===== config.mk =====
export PLATFORM = sky130hd
export DESIGN_NAME = mvt_store
export DESIGN_NICKNAME = d
export VERILOG_FILES = /design/src/hdl/mvt_pkg.sv /design/src/hdl/mvt_store.sv
export SDC_FILE = /design/constraint.sdc
export NUM_CORES = 1
export LEC_CHECK = 0
export ABC_AREA = 0
export BUFFER_PORTS_ARGS = -buffer_cell sky130_fd_sc_hd__buf_4
export CORE_AREA = 2 2 215 217
export DETAILED_ROUTE_END_ITERATION = 6
export DIE_AREA = 0 0 217 219
export MAX_ROUTING_LAYER = met4
export PLACE_DENSITY = 0.68
export SYNTH_ARGS = -nofsm -noshare
export SYNTH_HDL_FRONTEND = slang
export SYNTH_SLANG_ARGS = --single-unit

===== constraint.sdc =====
create_clock -name i_clk -period 1.04 [get_ports i_clk]
set_input_delay 0 -clock i_clk [delete_from_list [all_inputs] [get_ports i_clk]]
set_output_delay 0 -clock i_clk [all_outputs]
set_load 0.05 [all_outputs]

===== src/hdl/mvt_pkg.sv =====
// Shared types and constants of the vertex transform block
package mvt_pkg;

    localparam int FRAC_BITS = 16;
    localparam int DATA_W    = 32;
    localparam int N_DIM     = 4;
    localparam int N_ELEM    = N_DIM * N_DIM;
    localparam int IDX_W     = $clog2(N_ELEM);
    localparam int FULL_W    = 2 * DATA_W;
    localparam int PROD_W    = FULL_W - FRAC_BITS;
    localparam int SUM_W     = PROD_W + 3;

    localparam logic [DATA_W-1:0] Q_MAX = {1'b0, {(DATA_W-1){1'b1}}};
    localparam logic [DATA_W-1:0] Q_MIN = {1'b1, {(DATA_W-1){1'b0}}};

    typedef enum logic [1:0] {
        OP_LOAD   = 2'd0,
        OP_VECTOR = 2'd1,
        OP_POINT  = 2'd2
    } t_op;

    typedef logic [N_ELEM-1:0][DATA_W-1:0] t_matrix;
    typedef logic [N_DIM-1:0][DATA_W-1:0]  t_vec;

    // products of one item, element order column*4+row
    typedef struct packed {
        logic                          valid;
        logic                          point;
        logic [N_ELEM-1:0]             corr;
        logic [N_ELEM-1:0][PROD_W-1:0] term;
    } t_prod;

endpackage


===== src/hdl/mvt_store.sv =====
// Matrix element store, cleared at reset, one element written per item
module mvt_store (
    input  logic                       i_clk,
    input  logic                       i_rst_n,
    input  logic                       i_we,
    input  logic [mvt_pkg::IDX_W-1:0]  i_waddr,
    input  logic [mvt_pkg::DATA_W-1:0] i_wdata,
    output mvt_pkg::t_matrix           o_matrix
);

    mvt_pkg::t_matrix r_mem;

    always_ff @(posedge i_clk) begin
        if (!i_rst_n) begin
            r_mem <= '0;
        end else if (i_we) begin
            r_mem[i_waddr] <= i_wdata;
        end
    end

    assign o_matrix = r_mem;

endmodule


==> summary.md <==
| Metric | Value |
|---|---|
| Outcome | `finished, violations left` |
| Violated checks | `negative hold slack, negative setup slack` |
| Die Area | `47520 um^2` |
| CP max stage delay | `370 ps` |
| Top cell type by total area after synthesis | `dfxtp_1` |
| Synth cell types | `15` |
| Area growth syn-to-layout | `76.81%` |
| Final setup vio count | `512` |
| Static Leakage | `14.27 nW` |
| Slowest CP cell | `dfxtp_4` |
| Final instance area | `32210 um^2` |
| Initial antenna violation count | `0` |
| Per-cell routed wire length | `22.61 um` |
| Core area | `45090 um^2` |
| Via count | `16360` |
| Final min period | `roughly 1100 ps` |
| Critical path class | `flip-flop to output pin` |
| Chip Height | `between 200 and 250 um` |
| Worst-margin pin slew | `369.7 ps` |
| Worst-case clock buffer depth | `3` |
| Fill count | `2786` |
| IO Pins | `551` |
| Clk slew on worst S/H paths | `60 ps` |
| Yosys top cell area share | `0.5626` |
| Top FF cell, synth | `dfxtp_1` |
| Initial Util | `0.4041` |
| Total grt overflow | `0` |
| Hold Slack | `-198.0 ps` |
| Post-Syn Area | `18220 um^2` |
| Final hold violation count | `64` |
| Largest net degree at the start of global routing | `44` |
| Highest Clock Rate | `0.9003 GHz` |
| Die X | `approximately 220 um` |
| Syn_area_per_cell | `10.47 um^2` |
| Largest family of logic cells by synthesized area | `multiplexers` |
| Final non-filler cell total | `around 3200` |
| Worst clock skew | `0 ps` |
| Share of the yosys chip area belonging to registers | `0.5626` |
| Max-slew violations | `0` |
| Vias in the first global route | `16810` |
| CP cell instances | `buf_8` |
| First-pass GRT wire length | `between 100000 and 150000 um` |
| HPWL after DPL | `43350 um` |
| Post-synth ARST share | `0` |
| Max VDD drop | `1.148 mV` |
| Startpoint types | `flip-flop` |
| Std-Cell Rows | `78` |
| Worst setup margin | `-70.78 ps` |
| RSZ-0062 raised after global routing | `yes` |
| Synth area leaders | `dfxtp_1 56%, mux2i_1 28%, nand2_1 11%` |
| Final period util | `1.068` |
| Antenna viol nets, final | `0` |
| Synth top cells by count | `546 x nand2_1, 512 x dfxtp_1, 512 x mux2i_1, 92 x clkbuf_1, 29 x buf_2` |
| Post-synth EDFFs | `0` |
| Post-Route Utilization | `0.7145` |
| Crit end category | `output pin` |
| Max-capacitance violation count | `0` |
| Fraction of layout cells with a size suffix above 1 | `0.5703` |
| Post-synthesis cell count | `1740` |
| Post-Syn Nets | `1779` |
| I/O Buffers | `550` |
| Kind of cell adding the most delay to the critical path | `flip-flops` |
| Nets@finish | `2595` |
| Post-synthesis register bit count | `512` |
| Routed vias/inst | `between 5 and 6` |
| Gpl congestion | `0.8076` |
| Mux cell area share after synthesis | `0.2813` |
| Worst endpoint required time | `1040 ps` |
| Placed cells | `2855` |
| WP buf/inv | `1` |
| Antenna diodes | `0` |
| CTS tree | `built` |
| Placed inst area | `24130 um^2` |
| Pwr dens | `1338 nW/um^2` |
| Total Wirelength | `slightly above 70000 um` |
| Adder-Cell Fraction of Synth Area | `0` |
| Top-count cell post-synth | `nand2_1` |
| All-Layer GR Usage | `0.2863` |
| Worst EP arrival | `about 1100 ps` |
| Ys Warns | `0` |
| Synth Area in XOR/XNOR | `0` |
| DRT iter0 DRCs | `954` |
| Sink Count | `512` |
| Max_slew headroom | `0.7527` |
| Simple-Gate Fraction of Synth Area | `0.1194` |
| Largest register FFs | `approximately 500` |
| Num CTS Buffers | `52` |
| Drt drc | `0` |
| CP max FO | `2` |
| Root Driver | `clkbuf_16` |
| Clk_lat worst skew | `580 ps` |
| Pre-antenna DRT Iters | `5` |
| Compound-gate portion of the synthesized area | `0` |
| Hold WC Path Type | `primary input to flip-flop` |
| H-tree depth | `2` |
## metal layers
layer / part of all wire / track usage
met5: 0 / -
met2: 0.51 / 0.4988
met1: 0.36 / 0.3007
met4: 0.060 / 0.1445
met3: 0.075 / 0.07277
## path summary, 6_finish.rpt
kind / from / end / slack [ps] / cells past startpoint
worst min register to register: o_matrix[112] / o_matrix[112] / 470 / 2
worst max register to register: o_matrix[77] / o_matrix[77] / 140 / 4
worst min-delay path: i_rst_n / o_matrix[372] / -200 / 3
worst max-delay path: o_matrix[305] / o_matrix[305] / -70 / 1
## per-stage QoR
stage | total power, mW | setup slack (ps) | setup TNS [ps]
2_1_floorplan | 22.33 | -51.42 | -6566
5_1_grt | 44.28 | -99.18 | -38240
4_1_cts | 43.01 | -93.28 | -34310
3_3_place_gp | 23.87 | -228.0 | -52300
3_5_place_dp | 23.92 | -270.4 | -65110
6_report | 43.09 | -70.78 | -21830
## worst min-delay path, stage by stage
cell,delay (ps)
buf_8,160
nand2_1,100
mux2i_1,60
## cells in the final DEF, fill, tap and decap left out
cell and n:
nor2_4 9, buf_12 61, buf_6 20, clkinv_4 2, dlygate4sd3_1 39, nand3b_1 4
clkbuf_16 53, dfxtp_4 6, nand2_2 1, buf_4 297, nand2_1 545, or3_2 3
bufinv_16 1, nor2_1 1, nand2b_1 2, mux2i_1 512, nand3_2 1, clkbuf_1 12
clkinvlp_4 1, buf_8 493, clkinv_2 5, nor3b_2 1, dfxtp_2 506, and3_2 1
clkbuf_8 19
## power by group
| part | leakage [nW] | switching, mW | internal, mW |
|---|---|---|---|
| sequential | 4.39 | 0.245 | 19.9 |
| clock | 0.846 | 7.87 | 10.9 |
| combinational | 9.04 | 2.44 | 1.71 |
## repair_timing
action / in CTS / in global routing
endpoints found under the hold margin: 512 / 70
buffers inserted: 83 / 125
pin swaps: 0 / 0
resized for setup: 1466 / 56
endpoints found under the setup margin: 512 / 534
hold buffers: 41 / 1
## cell families (layout without fill, tap and decap cells)
group                  count (synthesis)  count (layout)
DFF                                  512             512
muxes                                512             512
and+or+nand+nor                      568             568
buffers and inverters                148            1003
## cell type report
| type | instances | area (um^2) | area share |
|---|---|---|---|
| clock inverters | 9 | 80.08 | 0.002486 |
| multi-input cells | 1080 | 7377 | 0.2290 |
| clock buffers | 84 | 1633 | 0.05069 |
| repair buffers | 910 | 11470 | 0.3560 |
| well taps | 600 | 750.7 | 0.02330 |
| flip-flops and latches | 512 | 10910 | 0.3385 |
Power figures use the tool's default switching activity.
