$ cat src/hdl/mvt_pkg.sv
// Shared types and constants of the vertex transform block
package mvt_pkg;

    localparam int FRAC_BITS = 16;
    localparam int DATA_W    = 32;
    localparam int N_DIM     = 4;
    localparam int N_ELEM    = N_DIM * N_DIM;
    localparam int IDX_W     = $clog2(N_ELEM);
    localparam int FULL_W    = 2 * DATA_W;
    localparam int PROD_W    = FULL_W - FRAC_BITS;
    localparam int SUM_W     = PROD_W + 3;

    localparam logic [DATA_W-1:0] Q_MAX = {1'b0, {(DATA_W-1){1'b1}}};
    localparam logic [DATA_W-1:0] Q_MIN = {1'b1, {(DATA_W-1){1'b0}}};

    typedef enum logic [1:0] {
        OP_LOAD   = 2'd0,
        OP_VECTOR = 2'd1,
        OP_POINT  = 2'd2
    } t_op;

    typedef logic [N_ELEM-1:0][DATA_W-1:0] t_matrix;
    typedef logic [N_DIM-1:0][DATA_W-1:0]  t_vec;

    // products of one item, element order column*4+row
    typedef struct packed {
        logic                          valid;
        logic                          point;
        logic [N_ELEM-1:0]             corr;
        logic [N_ELEM-1:0][PROD_W-1:0] term;
    } t_prod;

endpackage

$ cat src/hdl/mvt_sum.sv
// Row sums, saturation to 32 bits and the result register
module mvt_sum (
    input  logic           i_clk,
    input  logic           i_rst_n,
    input  logic           i_en,
    input  mvt_pkg::t_prod i_prod,
    output logic           o_valid,
    output mvt_pkg::t_vec  o_data,
    output logic           o_sat
);

    localparam int EXT_W = mvt_pkg::SUM_W - mvt_pkg::PROD_W;

    logic [mvt_pkg::N_DIM-1:0][mvt_pkg::SUM_W-1:0]  row_sum;
    logic [mvt_pkg::N_DIM-1:0][mvt_pkg::DATA_W-1:0] row_val;
    logic [mvt_pkg::N_DIM-1:0]                      row_ovf;
    logic [mvt_pkg::N_DIM-1:0]                      row_use;
    mvt_pkg::t_vec n_data;
    logic          n_sat;

    logic          r_valid;
    mvt_pkg::t_vec r_data;
    logic          r_sat;

    for (genvar gr = 0; gr < mvt_pkg::N_DIM; gr++) begin : g_row
        logic [mvt_pkg::N_DIM-1:0][mvt_pkg::SUM_W-1:0] ext;
        logic [mvt_pkg::SUM_W-mvt_pkg::DATA_W:0]       hi;

        for (genvar gc = 0; gc < mvt_pkg::N_DIM; gc++) begin : g_col
            localparam int IDX = gc * mvt_pkg::N_DIM + gr;
            assign ext[gc] = {{EXT_W{i_prod.term[IDX][mvt_pkg::PROD_W-1]}}, i_prod.term[IDX]};
        end

        assign row_sum[gr] = ext[0] + ext[1] + ext[2] + ext[3]
            + {{(mvt_pkg::SUM_W-1){1'b0}}, i_prod.corr[gr]}
            + {{(mvt_pkg::SUM_W-1){1'b0}}, i_prod.corr[mvt_pkg::N_DIM + gr]}
            + {{(mvt_pkg::SUM_W-1){1'b0}}, i_prod.corr[2*mvt_pkg::N_DIM + gr]}
            + {{(mvt_pkg::SUM_W-1){1'b0}}, i_prod.corr[3*mvt_pkg::N_DIM + gr]};

        assign hi          = row_sum[gr][mvt_pkg::SUM_W-1:mvt_pkg::DATA_W-1];
        assign row_ovf[gr] = !((&hi) || !(|hi));
        assign row_val[gr] = !row_ovf[gr] ? row_sum[gr][mvt_pkg::DATA_W-1:0] :
                             row_sum[gr][mvt_pkg::SUM_W-1] ? mvt_pkg::Q_MIN : mvt_pkg::Q_MAX;

        // point mode: w row is dropped and reads zero
        if (gr == mvt_pkg::N_DIM - 1) begin : g_w
            assign row_use[gr] = !i_prod.point;
        end else begin : g_xyz
            assign row_use[gr] = 1'b1;
        end
        assign n_data[gr] = row_use[gr] ? row_val[gr] : '0;
    end

    assign n_sat = |(row_ovf & row_use);

    always_ff @(posedge i_clk) begin
        if (!i_rst_n) begin
            r_valid <= 1'b0;
        end else if (i_en) begin
            r_valid <= i_prod.valid;
        end
        if (i_en) begin
            r_data <= n_data;
            r_sat  <= n_sat;
        end
    end

    assign o_valid = r_valid;
    assign o_data  = r_data;
    assign o_sat   = r_sat;

endmodule

$ cat config.mk
export PLATFORM = sky130hd
export DESIGN_NAME = mvt_sum
export DESIGN_NICKNAME = d
export VERILOG_FILES = /design/src/hdl/mvt_pkg.sv /design/src/hdl/mvt_sum.sv
export SDC_FILE = /design/constraint.sdc
export NUM_CORES = 1
export LEC_CHECK = 0
export ABC_AREA = 1
export BUFFER_PORTS_ARGS = -buffer_cell sky130_fd_sc_hd__buf_2
export CORE_AREA = 2 2 357 359
export DETAILED_ROUTE_END_ITERATION = 6
export DIE_AREA = 0 0 359 361
export GPL_ROUTABILITY_DRIVEN = 0
export PLACE_DENSITY = 0.46
export SETUP_SLACK_MARGIN = 0.05
export SLEW_MARGIN = 0
export SYNTH_ARGS = -nofsm -noshare
export SYNTH_HDL_FRONTEND = slang
export SYNTH_SLANG_ARGS = --single-unit
$ cat constraint.sdc
create_clock -name i_clk -period 6.5 [get_ports i_clk]
set_input_delay 1.95 -clock i_clk [delete_from_list [all_inputs] [get_ports i_clk]]
set_output_delay 1.95 -clock i_clk [all_outputs]
set_load 0.03 [all_outputs]
==> impl_metrics.env, run 1 <==
export IMPL_first_global_vias=37000
export IMPL_skew_ns=0
export IMPL_stdcell_area_mm2=0.0445
export IMPL_initial_core_util=0.293
export IMPL_synth_seq_cells=130
export IMPL_hold_class="flip-flop to flip-flop"
export IMPL_synth_compound_area_frac=0.0518
export IMPL_syn_nets=7168
export IMPL_synth_edf_count=129
export IMPL_die_x_um=359
export IMPL_drive_gt1_frac=0.175
export IMPL_grt_overflow_total=0
export IMPL_total_leakage_power_uw=0.0267
export IMPL_layout_nets=8161
export IMPL_finalWirelength_um=134000
export IMPL_ys_seq_area_frac=0.106
export IMPL_drc_errors=0
export IMPL_crit_slowest_cell="fa_1"
export IMPL_cts_buffers_inserted=17
export IMPL_dr_pass1_iters=6
export IMPL_clockBufferDepth=2
export IMPL_endpoint_kind="flip-flop"
export IMPL_tritoncts="yes"
export IMPL_yosys_warnings=0
export IMPL_grt_max_degree=79
export IMPL_synth_common_cells="nand2_1 (1,779), inv_1 (1,550), nor2_1 (418)"
export IMPL_cts_clk_slew_worst_paths_ns=0.06
export IMPL_finalHoldViolations=0
export IMPL_post_synth_top_count_cell="nand2_1"
export IMPL_finish_utilization=0.355
export IMPL_ir_worst_vdd_mv=0.154
export IMPL_via_per_inst=4.41
export IMPL_synth_top_family_by_area="adder cells"
export IMPL_critPathKind="input port to flip-flop"
export IMPL_holdBufCountCts=0
export IMPL_report_final_slew_viol_count=0
export IMPL_drt_iter0_drc=2133
export IMPL_syn_area_mm2=0.0367
export IMPL_fmaxAchievable_mhz=165
export IMPL_critical_path_top_delay_family="adder cells"
export IMPL_setup_viol=0
export IMPL_report_power_total_uw=16000
export IMPL_die_area_mm2=0.130
export IMPL_worst_skew_pair_late_latency_ns=0.50
export IMPL_finalSetupTns_ns=0
export IMPL_yosys_area_share_simple=0.294
export IMPL_synthTopCellsByArea="fa_1 (22%), nand2_1 (18%), inv_1 (16%)"
export IMPL_critical_path_max_stage_delay_ns=0.54
export IMPL_routed_via_count=36300
export IMPL_n_fill_cell=14000
export IMPL_track_usage=0.205
export IMPL_place_inst=8211
export IMPL_wl_per_cell_um=16.2
export IMPL_h_tree_depth=4
export IMPL_path_buf_inv=4
export IMPL_antenna_found_initial=4
export IMPL_worst_pin_slew_ns=0.930
export IMPL_area_delta_synth_final_pct=21.3
export IMPL_critPathMaxFanout=25
export IMPL_critPathRequiredTime_ns=6.87
export IMPL_min_period_over_period=0.931
export IMPL_status="completed"
export IMPL_cp_start_kind="input port"
export IMPL_post_cts_buffers=0
export IMPL_ios=919
export IMPL_yosysTopAreaCellShare=0.216
export IMPL_slew_limit_headroom=0.380
export IMPL_synth_xor_area_share=0.0308
export IMPL_chipHeight_um=361
export IMPL_synthCells=5587
export IMPL_syn_avg_cell_area_um2=6.57
export IMPL_ys_async_sr_fraction=0
export IMPL_grt_pass1_wl_um=206000
export IMPL_rsz0062_at_grt="no"
export IMPL_instances_no_fill=8244
export IMPL_io_buffers=918
export IMPL_fin_crit_ns=6.05
export IMPL_ant_nets=0
export IMPL_cts_sinks=130
export IMPL_synth_ff_type="edfxtp_1"
export IMPL_pwr_density_cell_mw_per_mm2=360
export IMPL_synth_area_mux_share=0
export IMPL_cts_resized=0
export IMPL_synth_area_leader_cell="fa_1"
export IMPL_cp_arrival_ns=6.42
export IMPL_clock_root_buffer="clkbuf_16"
export IMPL_synth_distinct_cells=44
export IMPL_coreArea_mm2=0.125
export IMPL_dpl_hpwl_um=122000
export IMPL_rows=130
export IMPL_cp_common_cell="nand2_1"
export IMPL_dpl_instance_area_mm2=0.0438
export IMPL_synthAdderAreaFrac=0.351
export IMPL_drv_cap=0
[cells in the final DEF, fill, tap and decap left out, types with 3 or more instances in the layout]
master,synthesis,final
a21o_1,3,3
a21oi_1,184,184
a21oi_2,31,31
a31oi_1,16,16
and2_1,15,15
buf_12,0,8
buf_2,0,917
buf_4,6,78
bufinv_16,0,6
clkbuf_16,0,17
clkinv_1,1,3
clkinv_4,0,3
clkinvlp_4,0,3
edfxtp_1,129,129
fa_1,396,396
ha_1,396,396
inv_1,1550,1550
inv_2,4,4
nand2_1,1779,1779
nand2_2,26,26
nand3_1,228,228
nand3_2,21,21
nand3b_1,15,15
nand4_1,56,56
nor2_1,418,418
nor2_2,20,20
nor3_1,24,24
nor3_2,7,7
nor4_1,4,4
o21ai_0,39,39
o21ai_1,3,3
o21bai_1,44,44
xnor2_1,38,38
xor2_1,91,91
[area by class of cell]
cell class / instances / area [um2] / area share
Multi-Input combinational cell: 3872 / 26700 / 0.600
Clock buffer: 18 / 429 / 0.00964
Sequential cell: 130 / 3890 / 0.0875
Timing Repair Buffer: 1004 / 5350 / 0.120
Clock inverter: 14 / 236 / 0.00531
Antenna cell: 1 / 2.50 / 0.0000562
Inverter: 1555 / 5840 / 0.131
Tap cell: 1650 / 2060 / 0.0464
[flip-flops by register name, summed over array words and instances, names as in the netlist]
name,cells
o_valid,1
o_sat,1
o_data,128
[worst min-delay path: stages, from the launching register on]
cell,delay [ns]
dfxtp_1,0.33
o21ai_0,0.09
a21oi_1,0.11
[final timing paths]
kind	start	end	slack, ns	cells after the start
min reg2reg	o_valid$_SDFFE_PN0P_	o_valid$_SDFFE_PN0P_	0.56	2
max	i_prod[0]	o_data[13]$_DFFE_PP_	0.45	25
max reg2reg	o_valid$_SDFFE_PN0P_	o_valid$_SDFFE_PN0P_	5.85	2
min	o_valid$_SDFFE_PN0P_	o_valid$_SDFFE_PN0P_	0.56	2
[cells by family after synthesis]
kind of cell	count (synthesis)
buffers and inverters	1585
xor gates and xnor gates	129
and+or+nand+nor	2625
adders and majority gates	792
DFF	130
AOI/OAI and AO/OA	326
[metal layers]
metal,track usage,part of all wire,vias to the layer above
met1,0.256,0.43,16600
met4,0.0625,0.029,4
met3,0.0255,0.051,124
met5,0,0.00018,-
li1,-,-,18600
met2,0.367,0.49,1050
[per-stage QoR]
step / hold WS, ns / setup slack [ns]
after floorplan: 0.655 / 0.566
after global placement: 0.535 / 0.00307
after detailed placement: 0.549 / -0.0882
after CTS: 0.565 / 0.456
after global routing: 0.584 / 0.119
final: 0.563 / 0.447
[power by group]
part / switching, uW / total (uW) / internal, uW / leakage [uW]
logic: 8820 / 13300 / 4500 / 0.0252
registers: 150 / 1510 / 1360 / 0.00126
clock network: 466 / 1180 / 716 / 0.000311
total: 9440 / 16000 / 6570 / 0.0267
No activity file was read; power rests on OpenSTA's default activity.
==> inputs of run 2 (changes only) <==
--- a/config.mk
+++ b/config.mk
@@ -11,7 +11,6 @@
 export DETAILED_ROUTE_END_ITERATION = 6
 export DIE_AREA = 0 0 359 361
 export GPL_ROUTABILITY_DRIVEN = 0
-export PLACE_DENSITY = 0.46
 export SETUP_SLACK_MARGIN = 0.05
 export SLEW_MARGIN = 0
 export SYNTH_ARGS = -nofsm -noshare
==> impl_metrics.env, run 2 (synthesis results as in run 1) <==
export IMPL_pwr_density_cell_mw_per_mm2=361
export IMPL_power_frac_seq=0.093
export IMPL_drv_cap=0
export IMPL_via_per_inst=4.55
export IMPL_cp_startpoint="i_prod[144]"
export IMPL_first_global_vias=37300
export IMPL_holdBufCountCts=0
export IMPL_report_final_slew_viol_count=0
export IMPL_cts_resized=0
export IMPL_worst_pin_slew_ns=0.926
export IMPL_layout_nets=8168
export IMPL_instances_no_fill=8251
export IMPL_drc_errors=2
export IMPL_violations="design-rule violations"
export IMPL_rr_startpoint="o_valid$_SDFFE_PN0P_"
export IMPL_initial_core_util=0.293
export IMPL_dpl_worst_slack_ns=0.00114
export IMPL_cts_clk_slew_worst_paths_ns=0.08
export IMPL_routed_via_count=37500
export IMPL_setup_ws_ns=0.499
export IMPL_r2r_end="o_valid$_SDFFE_PN0P_"
export IMPL_cts_sinks=130
export IMPL_internal_power_uw=6500
export IMPL_post_cts_buffers=0
export IMPL_stdcell_area_mm2=0.0446
export IMPL_cp_arrival_ns=6.24
export IMPL_coreArea_mm2=0.125
export IMPL_ff2ff_setup_slack_ns=5.84
export IMPL_highest_layer="met5"
export IMPL_clock_power_share=0.068
export IMPL_fin_crit_ns=6.00
export IMPL_ir_worst_vdd_mv=0.182
export IMPL_drt_met1_wl_um=56400
export IMPL_grt_overflow_total=0
export IMPL_finalHoldViolations=0
export IMPL_drive_gt1_frac=0.175
export IMPL_wl_per_cell_um=16.7
export IMPL_grt_max_degree=60
export IMPL_largest_reg_flops=128
export IMPL_critPathRequiredTime_ns=6.74
export IMPL_net_switching_power_uw=9600
export IMPL_rsz0062_at_grt="no"
export IMPL_grt_pass1_wl_um=208000
export IMPL_cp_start_kind="input port"
export IMPL_finalSetupTns_ns=0
export IMPL_tritoncts="yes"
export IMPL_wl_met3_um=9560
export IMPL_track_usage=0.209
export IMPL_area_delta_synth_final_pct=21.5
export IMPL_finalWirelength_um=138000
export IMPL_critPathKind="input port to flip-flop"
export IMPL_antenna_found_initial=13
export IMPL_swShare=0.596
export IMPL_worst_skew_pair_late_latency_ns=0.50
export IMPL_skew_ns=0
export IMPL_dpl_instance_area_mm2=0.0440
export IMPL_endpoint_kind="flip-flop"
export IMPL_io_buffers=918
export IMPL_cts_buffers_inserted=17
export IMPL_chipHeight_um=361
export IMPL_ios=919
export IMPL_clock_root_buffer="clkbuf_16"
export IMPL_dr_pass1_iters=7
export IMPL_setup_viol=0
export IMPL_h_tree_depth=4
export IMPL_combPwrFrac=0.839
export IMPL_die_area_mm2=0.130
export IMPL_wl_met2_um=66200
export IMPL_cp_endpoint="o_data[111]$_SDFFCE_PP0P_"
export IMPL_fmaxAchievable_mhz=167
export IMPL_dpl_hpwl_um=126000
export IMPL_hold_class="flip-flop to flip-flop"
export IMPL_total_leakage_power_uw=0.0268
export IMPL_clockBufferDepth=2
export IMPL_slew_limit_headroom=0.383
export IMPL_place_inst=8218
export IMPL_die_x_um=359
export IMPL_drt_iter0_drc=2616
export IMPL_critPathMaxFanout=22
export IMPL_min_period_over_period=0.923
export IMPL_layout_commonest_cell="nand2_1"
export IMPL_status="finished, violations left"
export IMPL_ant_nets=0
export IMPL_n_fill_cell=13700
export IMPL_reg2regPathDepth=2
export IMPL_rows=130
export IMPL_layout_common_cells="nand2_1 (1,779), inv_1 (1,550), buf_2 (917)"
-- run 2: area by class of cell --
cell class | instances | area (um2) | area share
sequential | 130 | 3890 | 0.0874
clock inverter | 15 | 189 | 0.00424
timing repair buffer | 1011 | 5470 | 0.123
inverter | 1555 | 5840 | 0.131
tap | 1650 | 2060 | 0.0463
multi-input combinational | 3872 | 26700 | 0.599
clock buffer | 17 | 425 | 0.00954
antenna | 1 | 2.50 | 0.0000561
-- run 2: per-stage QoR --
stage / utilization / hold WS [ns] / power [uW]
3_5_place_dp: 0.351 / 0.524 / 14900
6_report: 0.355 / 0.539 / 16100
3_3_place_gp: 0.351 / 0.522 / 14800
4_1_cts: 0.355 / 0.538 / 16100
2_1_floorplan: - / 0.655 / 10300
5_1_grt: 0.355 / 0.614 / 17600
-- run 2: power by group through the flow --
stage	Sequential [uW]	Clock, uW	Combinational [uW]
after floorplan	2040	0	8240
after global placement	1540	0	13300
after detailed placement	1520	0	13300
after CTS	1520	1120	13400
after global routing	1530	1140	15000
final	1500	1090	13500
-- run 2: how the worst min path moves through the flow --
stage	cells past startpoint	slack [ns]	start	to
finish	2	0.54	o_valid$_SDFFE_PN0P_	o_valid$_SDFFE_PN0P_
global route	2	0.61	o_valid$_SDFFE_PN0P_	o_valid$_SDFFE_PN0P_
CTS	2	0.54	o_valid$_SDFFE_PN0P_	o_valid$_SDFFE_PN0P_
detailed placement	2	0.52	o_valid$_SDFFE_PN0P_	o_valid$_SDFFE_PN0P_
global placement	2	0.52	o_valid$_SDFFE_PN0P_	o_valid$_SDFFE_PN0P_
floorplan	2	0.66	o_valid$_SDFFE_PN0P_	o_valid$_SDFFE_PN0P_
-- run 2: routing by layer --
metal	track usage	up-vias
met3	0.0342	218
met5	0	-
li1	-	18600
met4	0.0875	8
met1	0.252	17300
met2	0.367	1480
-- run 2: worst max-delay path: stages --
cell and delay (ns):
buf_2 0.11, fa_1 0.63, inv_1 0.09, fa_1 0.51, fa_1 0.43, inv_1 0.07, ha_1 0.15, inv_1 0.06
fa_1 0.50, nor2_1 0.19, o21ai_1 0.09, nand2_2 0.12, nand2_1 0.08, nand2_2 0.07, nand2_1 0.07, nand2_2 0.09
nand2_2 0.07, nand2_2 0.08, nand2_1 0.05, nand2_1 0.05, nand2_1 0.06, nor2_2 0.13, nand3_2 0.12, nand3_2 0.15
buf_12 0.21, a21oi_1 0.10
